<file path="src/design/gapped_overlap_mismatch_scorer_core_assert.svh">
// Assertion macros used by the scorer back end (gomsc_back).
// Depends on a clk and an active-low rst_n in the scope that uses them.
`ifndef GAPPED_OVERLAP_MISMATCH_SCORER_CORE_ASSERT_SVH
`define GAPPED_OVERLAP_MISMATCH_SCORER_CORE_ASSERT_SVH

// same-cycle implication
`define GOMSC_ASSERT_NOW(label, cond, conseq, msg) \
  label: assert property (@(posedge clk) disable iff (!rst_n) (cond) |-> (conseq)) \
    else $error(msg);

// next-cycle implication
`define GOMSC_ASSERT_NEXT(label, cond, conseq, msg) \
  label: assert property (@(posedge clk) disable iff (!rst_n) (cond) |=> (conseq)) \
    else $error(msg);

`endif

</file>
<file path="src/design/gomsc_pkg.sv">
// Package for the gapped overlap mismatch scorer: sizes, constants and the
// site and result records passed between the modules. No dependencies.
package gomsc_pkg;

  localparam int MAX_SITES   = 65536;
  localparam int WEIGHT_BITS = 8;

  localparam int CODE_W = 8;
  localparam int WGT_W  = 8;
  localparam int OVL_W  = 17;
  localparam int PEN_W  = 24;

  localparam int POS_W  = (MAX_SITES > 1) ? $clog2(MAX_SITES) : 1;
  localparam int IDX_W  = $clog2(MAX_SITES + 1);
  localparam int CALC_W = (POS_W + 1 > OVL_W) ? POS_W + 1 : OVL_W;

  localparam logic [CODE_W-1:0] GAP_RESET   = 8'd16;
  localparam logic [WGT_W-1:0]  WEIGHT_MASK =
    (WEIGHT_BITS >= WGT_W) ? {WGT_W{1'b1}} : WGT_W'((1 << WEIGHT_BITS) - 1);
  localparam logic [CALC_W-1:0] OVL_MAX = CALC_W'({OVL_W{1'b1}});
  localparam logic [PEN_W-1:0]  PEN_MAX = {PEN_W{1'b1}};

  localparam int Q_DEPTH = 2;
  localparam int Q_PTR_W = 1;
  localparam int Q_CNT_W = 2;

  typedef struct packed {
    logic [POS_W-1:0] pos;
    logic             in_range;
    logic             fng;
    logic             png;
    logic             disjoint;
    logic [WGT_W-1:0] weight;
    logic             last;
  } site_t;

  typedef struct packed {
    logic [OVL_W-1:0] ovl;
    logic [PEN_W-1:0] pen;
  } result_t;

endpackage

</file>
<file path="src/design/gapped_overlap_mismatch_scorer_core.sv">
// Top level of the gapped overlap mismatch scorer.
// Depends on gomsc_pkg, gomsc_front, gomsc_site_q and gomsc_back.
//
//   channel   direction  handshake        payload
//   in_*      input      in_push/in_full  full_code, part_code, site_weight, last_site
//   out_*     output     out_pop/out_empty overlap_len, penalty_sum
//   cfg_*     input      cfg_wr_en        cfg_wr_data (gap code)
//
// One site per cycle sustained while the output is not stalled; a site passes
// through the site queue to the back end, and its result, on the last site,
// is written to the result queue, which drives the output. Penalty add and snapshot are combinational.
// Reset is synchronous: no clearing pass, the gap code returns to 16.
// Output stalls fill the two-entry result queue, then the two-entry site queue,
// then raise in_full.
module gapped_overlap_mismatch_scorer_core (
  input  logic                        clk,
  input  logic                        rst_n,
  input  logic                        cfg_wr_en,
  input  logic [gomsc_pkg::CODE_W-1:0] cfg_wr_data,
  input  logic                        in_push,
  output logic                        in_full,
  input  logic [gomsc_pkg::CODE_W-1:0] in_full_code,
  input  logic [gomsc_pkg::CODE_W-1:0] in_part_code,
  input  logic [gomsc_pkg::WGT_W-1:0]  in_site_weight,
  input  logic                        in_last_site,
  output logic                        out_empty,
  input  logic                        out_pop,
  output logic [gomsc_pkg::OVL_W-1:0] out_overlap_len,
  output logic [gomsc_pkg::PEN_W-1:0] out_penalty_sum
);
  import gomsc_pkg::*;

  site_t q_wdata, q_rdata;
  logic  q_wr, q_full, q_valid, q_rd;

  gomsc_front u_front (
    .clk            (clk),
    .rst_n          (rst_n),
    .cfg_wr_en      (cfg_wr_en),
    .cfg_wr_data    (cfg_wr_data),
    .in_push        (in_push),
    .in_full        (in_full),
    .in_full_code   (in_full_code),
    .in_part_code   (in_part_code),
    .in_site_weight (in_site_weight),
    .in_last_site   (in_last_site),
    .q_full         (q_full),
    .q_wr           (q_wr),
    .q_wdata        (q_wdata)
  );

  gomsc_site_q u_site_q (
    .clk   (clk),
    .rst_n (rst_n),
    .wr    (q_wr),
    .wdata (q_wdata),
    .full  (q_full),
    .valid (q_valid),
    .rd    (q_rd),
    .rdata (q_rdata)
  );

  gomsc_back u_back (
    .clk             (clk),
    .rst_n           (rst_n),
    .q_valid         (q_valid),
    .q_rdata         (q_rdata),
    .q_rd            (q_rd),
    .out_pop         (out_pop),
    .out_empty       (out_empty),
    .out_overlap_len (out_overlap_len),
    .out_penalty_sum (out_penalty_sum)
  );

endmodule

</file>
<file path="src/design/gomsc_front.sv">
// Front end: gap register, site counter and per-site classification.
// Depends on gomsc_pkg; feeds gomsc_site_q.
module gomsc_front (
  input  logic                        clk,
  input  logic                        rst_n,
  input  logic                        cfg_wr_en,
  input  logic [gomsc_pkg::CODE_W-1:0] cfg_wr_data,
  input  logic                        in_push,
  output logic                        in_full,
  input  logic [gomsc_pkg::CODE_W-1:0] in_full_code,
  input  logic [gomsc_pkg::CODE_W-1:0] in_part_code,
  input  logic [gomsc_pkg::WGT_W-1:0]  in_site_weight,
  input  logic                        in_last_site,
  input  logic                        q_full,
  output logic                        q_wr,
  output gomsc_pkg::site_t            q_wdata
);
  import gomsc_pkg::*;

  logic [CODE_W-1:0] gap_r;
  logic [IDX_W-1:0]  idx_r, idx_nxt;
  logic              in_range;

  assign in_full  = q_full;
  assign q_wr     = in_push && !q_full;
  assign in_range = idx_r < IDX_W'(MAX_SITES);

  always_comb begin
    q_wdata.pos      = idx_r[POS_W-1:0];
    q_wdata.in_range = in_range;
    q_wdata.fng      = in_full_code != gap_r;
    q_wdata.png      = in_part_code != gap_r;
    q_wdata.disjoint = (in_full_code & in_part_code) == '0;
    q_wdata.weight   = in_site_weight & WEIGHT_MASK;
    q_wdata.last     = in_last_site;
  end

  always_comb begin
    idx_nxt = idx_r;
    if (q_wr) begin
      if (in_last_site) begin
        idx_nxt = '0;
      end else if (in_range) begin
        idx_nxt = idx_r + IDX_W'(1);
      end
    end
  end

  always_ff @(posedge clk) begin
    if (!rst_n) begin
      gap_r <= GAP_RESET;
      idx_r <= '0;
    end else begin
      if (cfg_wr_en) begin
        gap_r <= cfg_wr_data;
      end
      idx_r <= idx_nxt;
    end
  end

endmodule

</file>
<file path="src/design/gomsc_site_q.sv">
// Two-entry queue of classified sites between front and back.
// Depends on gomsc_pkg.
module gomsc_site_q (
  input  logic             clk,
  input  logic             rst_n,
  input  logic             wr,
  input  gomsc_pkg::site_t wdata,
  output logic             full,
  output logic             valid,
  input  logic             rd,
  output gomsc_pkg::site_t rdata
);
  import gomsc_pkg::*;

  site_t              mem_r [Q_DEPTH];
  logic [Q_PTR_W-1:0] wp_r, rp_r;
  logic [Q_CNT_W-1:0] cnt_r, cnt_nxt;

  assign full  = cnt_r == Q_CNT_W'(Q_DEPTH);
  assign valid = cnt_r != '0;
  assign rdata = mem_r[rp_r];

  always_comb begin
    cnt_nxt = cnt_r;
    if (wr && !rd) begin
      cnt_nxt = cnt_r + Q_CNT_W'(1);
    end else if (rd && !wr) begin
      cnt_nxt = cnt_r - Q_CNT_W'(1);
    end
  end

  always_ff @(posedge clk) begin
    if (wr) begin
      mem_r[wp_r] <= wdata;
    end
  end

  always_ff @(posedge clk) begin
    if (!rst_n) begin
      wp_r  <= '0;
      rp_r  <= '0;
      cnt_r <= '0;
    end else begin
      if (wr) begin
        wp_r <= wp_r + Q_PTR_W'(1);
      end
      if (rd) begin
        rp_r <= rp_r + Q_PTR_W'(1);
      end
      cnt_r <= cnt_nxt;
    end
  end

endmodule

</file>
<file path="src/design/gomsc_back.sv">
// Back end: overlap tracking, saturating penalty, snapshots, result queue.
// Depends on gomsc_pkg and the assertion macro header.
module gomsc_back (
  input  logic                       clk,
  input  logic                       rst_n,
  input  logic                       q_valid,
  input  gomsc_pkg::site_t           q_rdata,
  output logic                       q_rd,
  input  logic                       out_pop,
  output logic                       out_empty,
  output logic [gomsc_pkg::OVL_W-1:0] out_overlap_len,
  output logic [gomsc_pkg::PEN_W-1:0] out_penalty_sum
);
  import gomsc_pkg::*;
  `include "gapped_overlap_mismatch_scorer_core_assert.svh"

  logic [POS_W-1:0] ff_r, ff_nxt, ff_u;
  logic [POS_W-1:0] pf_r, pf_nxt, pf_u;
  logic [POS_W-1:0] fl_r, fl_nxt, fl_u;
  logic [POS_W-1:0] pl_r, pl_nxt, pl_u;
  logic [1:0]       seen_r, seen_nxt, seen_u;
  logic [PEN_W-1:0] run_r, run_nxt, run_u;
  logic [PEN_W-1:0] mkf_r, mkf_nxt, mkf_u;
  logic [PEN_W-1:0] mkp_r, mkp_nxt, mkp_u;

  logic [PEN_W:0]    pen_sum;
  logic [PEN_W-1:0]  pen_sat;
  logic [POS_W-1:0]  span_start, span_end;
  logic              full_ends_first;
  logic [CALC_W-1:0] span_len;
  result_t           res;

  result_t            res_mem_r [Q_DEPTH];
  logic [Q_PTR_W-1:0] res_wp_r, res_rp_r;
  logic [Q_CNT_W-1:0] res_cnt_r, res_cnt_nxt;
  logic               res_full, res_wr, res_rd;

  assign res_full = res_cnt_r == Q_CNT_W'(Q_DEPTH);
  assign q_rd     = q_valid && (!q_rdata.last || !res_full);
  assign res_wr   = q_rd && q_rdata.last;
  assign res_rd   = out_pop && !out_empty;

  assign pen_sum = {1'b0, run_r} + (PEN_W + 1)'(q_rdata.weight);
  assign pen_sat = pen_sum[PEN_W] ? PEN_MAX : pen_sum[PEN_W-1:0];

  always_comb begin
    ff_u   = ff_r;
    pf_u   = pf_r;
    fl_u   = fl_r;
    pl_u   = pl_r;
    seen_u = seen_r;
    run_u  = run_r;
    mkf_u  = mkf_r;
    mkp_u  = mkp_r;
    if (q_rdata.in_range) begin
      if (q_rdata.fng && !seen_r[0]) begin
        ff_u = q_rdata.pos;
      end
      if (q_rdata.png && !seen_r[1]) begin
        pf_u = q_rdata.pos;
      end
      seen_u = seen_r | {q_rdata.png, q_rdata.fng};
      if (seen_u == 2'b11 && q_rdata.disjoint) begin
        run_u = pen_sat;
      end
      if (q_rdata.fng) begin
        fl_u  = q_rdata.pos;
        mkf_u = run_u;
      end
      if (q_rdata.png) begin
        pl_u  = q_rdata.pos;
        mkp_u = run_u;
      end
    end
  end

  always_comb begin
    span_start      = (ff_u > pf_u) ? ff_u : pf_u;
    full_ends_first = fl_u <= pl_u;
    span_end        = full_ends_first ? fl_u : pl_u;
    span_len        = CALC_W'(span_end) - CALC_W'(span_start) + CALC_W'(1);
    res.ovl = '0;
    res.pen = '0;
    if (seen_u == 2'b11 && span_end >= span_start) begin
      res.ovl = (span_len > OVL_MAX) ? OVL_MAX[OVL_W-1:0] : span_len[OVL_W-1:0];
      res.pen = full_ends_first ? mkf_u : mkp_u;
    end
  end

  always_comb begin
    ff_nxt   = ff_r;
    pf_nxt   = pf_r;
    fl_nxt   = fl_r;
    pl_nxt   = pl_r;
    seen_nxt = seen_r;
    run_nxt  = run_r;
    mkf_nxt  = mkf_r;
    mkp_nxt  = mkp_r;
    if (q_rd) begin
      if (q_rdata.last) begin
        ff_nxt   = '0;
        pf_nxt   = '0;
        fl_nxt   = '0;
        pl_nxt   = '0;
        seen_nxt = '0;
        run_nxt  = '0;
        mkf_nxt  = '0;
        mkp_nxt  = '0;
      end else begin
        ff_nxt   = ff_u;
        pf_nxt   = pf_u;
        fl_nxt   = fl_u;
        pl_nxt   = pl_u;
        seen_nxt = seen_u;
        run_nxt  = run_u;
        mkf_nxt  = mkf_u;
        mkp_nxt  = mkp_u;
      end
    end
  end

  always_ff @(posedge clk) begin
    if (!rst_n) begin
      ff_r   <= '0;
      pf_r   <= '0;
      fl_r   <= '0;
      pl_r   <= '0;
      seen_r <= '0;
      run_r  <= '0;
      mkf_r  <= '0;
      mkp_r  <= '0;
    end else begin
      ff_r   <= ff_nxt;
      pf_r   <= pf_nxt;
      fl_r   <= fl_nxt;
      pl_r   <= pl_nxt;
      seen_r <= seen_nxt;
      run_r  <= run_nxt;
      mkf_r  <= mkf_nxt;
      mkp_r  <= mkp_nxt;
    end
  end

  assign out_empty       = res_cnt_r == '0;
  assign out_overlap_len = res_mem_r[res_rp_r].ovl;
  assign out_penalty_sum = res_mem_r[res_rp_r].pen;

  always_comb begin
    res_cnt_nxt = res_cnt_r;
    if (res_wr && !res_rd) begin
      res_cnt_nxt = res_cnt_r + Q_CNT_W'(1);
    end else if (res_rd && !res_wr) begin
      res_cnt_nxt = res_cnt_r - Q_CNT_W'(1);
    end
  end

  always_ff @(posedge clk) begin
    if (res_wr) begin
      res_mem_r[res_wp_r] <= res;
    end
  end

  always_ff @(posedge clk) begin
    if (!rst_n) begin
      res_wp_r  <= '0;
      res_rp_r  <= '0;
      res_cnt_r <= '0;
    end else begin
      if (res_wr) begin
        res_wp_r <= res_wp_r + Q_PTR_W'(1);
      end
      if (res_rd) begin
        res_rp_r <= res_rp_r + Q_PTR_W'(1);
      end
      res_cnt_r <= res_cnt_nxt;
    end
  end

  `GOMSC_ASSERT_NEXT(a_clear_after_last, q_rd && q_rdata.last, seen_r == 2'b00 && run_r == '0, "state not cleared after last site")
  `GOMSC_ASSERT_NOW(a_pen_needs_overlap, !out_empty && out_penalty_sum != '0, out_overlap_len != '0, "penalty without overlap")
  `GOMSC_ASSERT_NEXT(a_full_last_mark, q_rd && !q_rdata.last && q_rdata.in_range && q_rdata.fng, fl_r == $past(q_rdata.pos) && mkf_r == run_r, "full sequence last mark not taken")
  `GOMSC_ASSERT_NOW(a_res_no_overrun, res_wr, !res_full || res_rd, "result queue overrun")

endmodule

</file>
<file path="config.mk">
export PLATFORM = sky130hd
export DESIGN_NAME = gapped_overlap_mismatch_scorer_core
export DESIGN_NICKNAME = d
export VERILOG_FILES = /design/src/design/gomsc_pkg.sv /design/src/design/gapped_overlap_mismatch_scorer_core.sv /design/src/design/gomsc_front.sv /design/src/design/gomsc_site_q.sv /design/src/design/gomsc_back.sv
export VERILOG_INCLUDE_DIRS = /design/src /design/src/design
export SDC_FILE = /design/constraint.sdc
export NUM_CORES = 1
export LEC_CHECK = 0
export BUFFER_PORTS_ARGS = -buffer_cell sky130_fd_sc_hd__clkbuf_2
export CAP_MARGIN = 20
export CORE_MARGIN = 2
export CORE_UTILIZATION = 45
export DETAILED_ROUTE_END_ITERATION = 16
export PLACE_DENSITY = 0.59
export RECOVER_POWER = 50
export SYNTH_ARGS = -nofsm -noshare
export SYNTH_HDL_FRONTEND = slang
export SYNTH_SLANG_ARGS = --single-unit
</file>
<file path="constraint.sdc">
create_clock -name clk -period 14.9 [get_ports clk]
set_input_delay 2.98 -clock clk [delete_from_list [all_inputs] [get_ports clk]]
set_output_delay 2.98 -clock clk [all_outputs]
set_load 0.02 [all_outputs]
</file>
==> flow_summary.json <==
{
  "vias": 12900,
  "drcViolationCount": 0,
  "fin_area_mm2": 0.0189,
  "antenna_found_initial": 0,
  "synth_area_leader_cell": "edfxtp_1",
  "nets": 1909,
  "area_growth_pct": 11.8,
  "synth_cells": 1743,
  "gp_congestion": 0.834,
  "violations": "max-capacitance violations, max-slew violations",
  "clock_skew_ns": 0.0278,
  "end_kind": "flop",
  "synth_most_common_cell": "dfxtp_1",
  "cts_tree": "yes",
  "grt_pass1_wl_mm": 65.9,
  "hold_viol": 0,
  "yosysWarnings": 0,
  "io_pins": 81,
  "synth_nets": 1864,
  "clk_latency_ns": 0.54,
  "worstMarginPinSlew_ns": 3.63,
  "setup_tns_ns": 0,
  "vias_per_cell": 5.54,
  "synth_cell_types": 80,
  "async_flop_share_pct": 0,
  "synth_edf_count": 140,
  "antenna_left": 0,
  "synth-seq-cells": 313,
  "r2r_slack_ns": 6.49,
  "worstPathRequired_ns": 15.25,
  "r2r_end": "u_back.res_mem_r[1][40]",
  "rsz0062_at_grt": "false",
  "yosysSeqAreaShare_pct": 45.3,
  "ff2ff_path_depth": 21,
  "die_h_um": 198,
  "maxCapViolations": 7,
  "grt_max_degree": 92,
  "core.rowCount": 71,
  "drtIter0Drc": 900,
  "synth_top_area_share_pct": 24.8,
  "fin_crit_sh_pct": 56.4,
  "fin_crit_ns": 8.41,
  "holdPathStages": 2,
  "path_clk_slew_ns": 0.06,
  "grt_overflow": 0,
  "synth_commonest_cells": "dfxtp_1, nand2_1, edfxtp_1",
  "first_pass_iters": 5,
  "relSlewSlack_pct": -142,
  "place_area_mm2": 0.0177,
  "status": "finished with violations",
  "hp-class": "flop to flop",
  "cts_resized": 0,
  "fmax_mhz": 119,
  "wl_mm": 41.5,
  "core_region_area_mm2": 0.0374,
  "cp-start-kind": "flop",
  "htreeDepth": 2,
  "holdWs_ns": 0.450,
  "netlist_area_mm2": 0.0169,
  "portBuffers": 80,
  "post_cts_buffers": 0,
  "drv_slew": 343,
  "diodes": 0,
  "cts_buffers": 36,
  "numClockSinks": 313,
  "holdPathEnd": "u_back.mkp_r[23]",
  "path_max_fanout": 32,
  "start_util_pct": 45.3,
  "critPathKind": "flop to flop",
  "first_global_vias": 12000,
  "min-delay-start": "u_back.mkp_r[23]",
  "syn_area_per_cell_um2": 9.72,
  "finalSetupViolCount": 0,
  "synth_area_leaders": "edfxtp_1, dfxtp_1, ha_1, o21ai_0, mux2_2",
  "cts-root-buf": "clkbuf_16",
  "postCtsHoldBufs": 0,
  "die_w_um": 198,
  "synth_flop_cell": "dfxtp_1",
  "track_usage_pct": 21.1,
  "clk_path_buf_depth": 3,
  "arrival_ns": 8.75,
  "wl_per_cell_um": 17.8,
  "layout-drive-gt1-share_pct": 13.3,
  "hpwl_mm": 28.1,
  "dieArea_mm2": 0.0392
}
==> state kept, by name, indices dropped and copies added (netlist names), named ones only <==
name and flops:
u_back.res_mem_r 82, u_site_q.mem_r 58, u_back.mkf_r 24, u_back.mkp_r 24, u_back.run_r 24, u_front.idx_r 17, u_back.ff_r 16, u_back.fl_r 16
u_back.pf_r 16, u_back.pl_r 16, u_front.gap_r 8, u_back.res_cnt_r 2, u_back.seen_r 2, u_site_q.cnt_r 2, u_back.res_rp_r 1, u_back.res_wp_r 1
u_site_q.rp_r 1, u_site_q.wp_r 1
==> cell families after synthesis <==
family                     after synthesis  share of synthesized area (%)
AOI/OAI and AO/OA                      465                           17.7
xor gates and xnor gates                63                           3.26
adders and majority gates               83                           6.53
buffers and inverters                  146                           3.54
DFF                                    313                           45.3
muxes                                  102                           6.50
and+or+nand+nor                        571                           17.2
==> critical path, cell delays in order, from the launching register on <==
cell and delay [ns]:
dfxtp_1 0.56, clkbuf_1 1.55, mux2i_1 0.51, o21ai_0 0.64
ha_1 0.36, nand4_1 0.12, nor2_1 0.06, a221oi_1 0.25
o21ai_0 0.18, a21o_1 0.24, o21ai_4 0.60, mux2_2 0.42
ha_1 0.31, ha_1 0.36, and3b_1 0.21, a2111oi_2 0.43
o21ai_0 0.19, a21oi_1 0.25, o21ai_1 0.12, o41a_1 0.35
a31oi_1 0.22, mux2i_1 0.26
==> cells in the final DEF, fill, tap and decap left out, drive strengths merged, types with 43 or more instances in the layout <==
cell type and n:
and2 67, nor2b 78, edfxtp 140, a21o 43, mux2 61, nor2 125
o21ai 147, nand2 170, a21oi 94, a22oi 66, ha 74, dfxtp 173
inv 52, clkbuf 131
==> per-layer routing <==
layer / share of wire [%] / wire length, um / track usage, %
met1: 51 / 21000 / 31.9
met2: 42 / 17500 / 31.8
met3: 5.3 / 2220 / 2.88
met4: 1.8 / 729 / 5.21
met5: 0 / 0 / 0
==> through the flow <==
stage          worst slack, ns  std cells  utilization (%)
3_3_place_gp              8.03       2260             47.5
6_report                  6.49       2327             50.7
3_5_place_dp              7.97       2260             47.5
5_1_grt                   5.74       2327             50.7
4_1_cts                   7.91       2326             50.8
2_1_floorplan             8.82       1743                -
==> worst max path at each step <==
| stage | startpoint | endpoint | slack [ns] | depth (start not counted) |
|---|---|---|---|---|
| after floorplan | u_site_q.mem_r[0][12] | u_back.res_mem_r[0][40] | 8.82 | 28 |
| after global placement | flop | u_back.res_mem_r[0][40] | 8.03 | 22 |
| after detailed placement | u_site_q.mem_r[0][12] | u_back.res_mem_r[0][0] | 7.97 | 23 |
| after CTS | u_site_q.mem_r[0][12] | u_back.res_mem_r[1][0] | 7.91 | 23 |
| after global routing | flop | u_back.res_mem_r[0][40] | 5.74 | 21 |
| final | flop | u_back.res_mem_r[1][40] | 6.49 | 21 |
==> final cells by class <==
class	instances	area (um^2)
Clock buffer	44	1010
Tap cell	511	639
Timing Repair Buffer	100	510
Fill cell	3451	18500
Clock inverter	22	239
Multi-Input combinational cell	1284	8690
Sequential cell	313	7670
Inverter	53	199
Power is not shown: default switching activity piles up to over one toggle a cycle in this logic, so the estimate is an artifact.
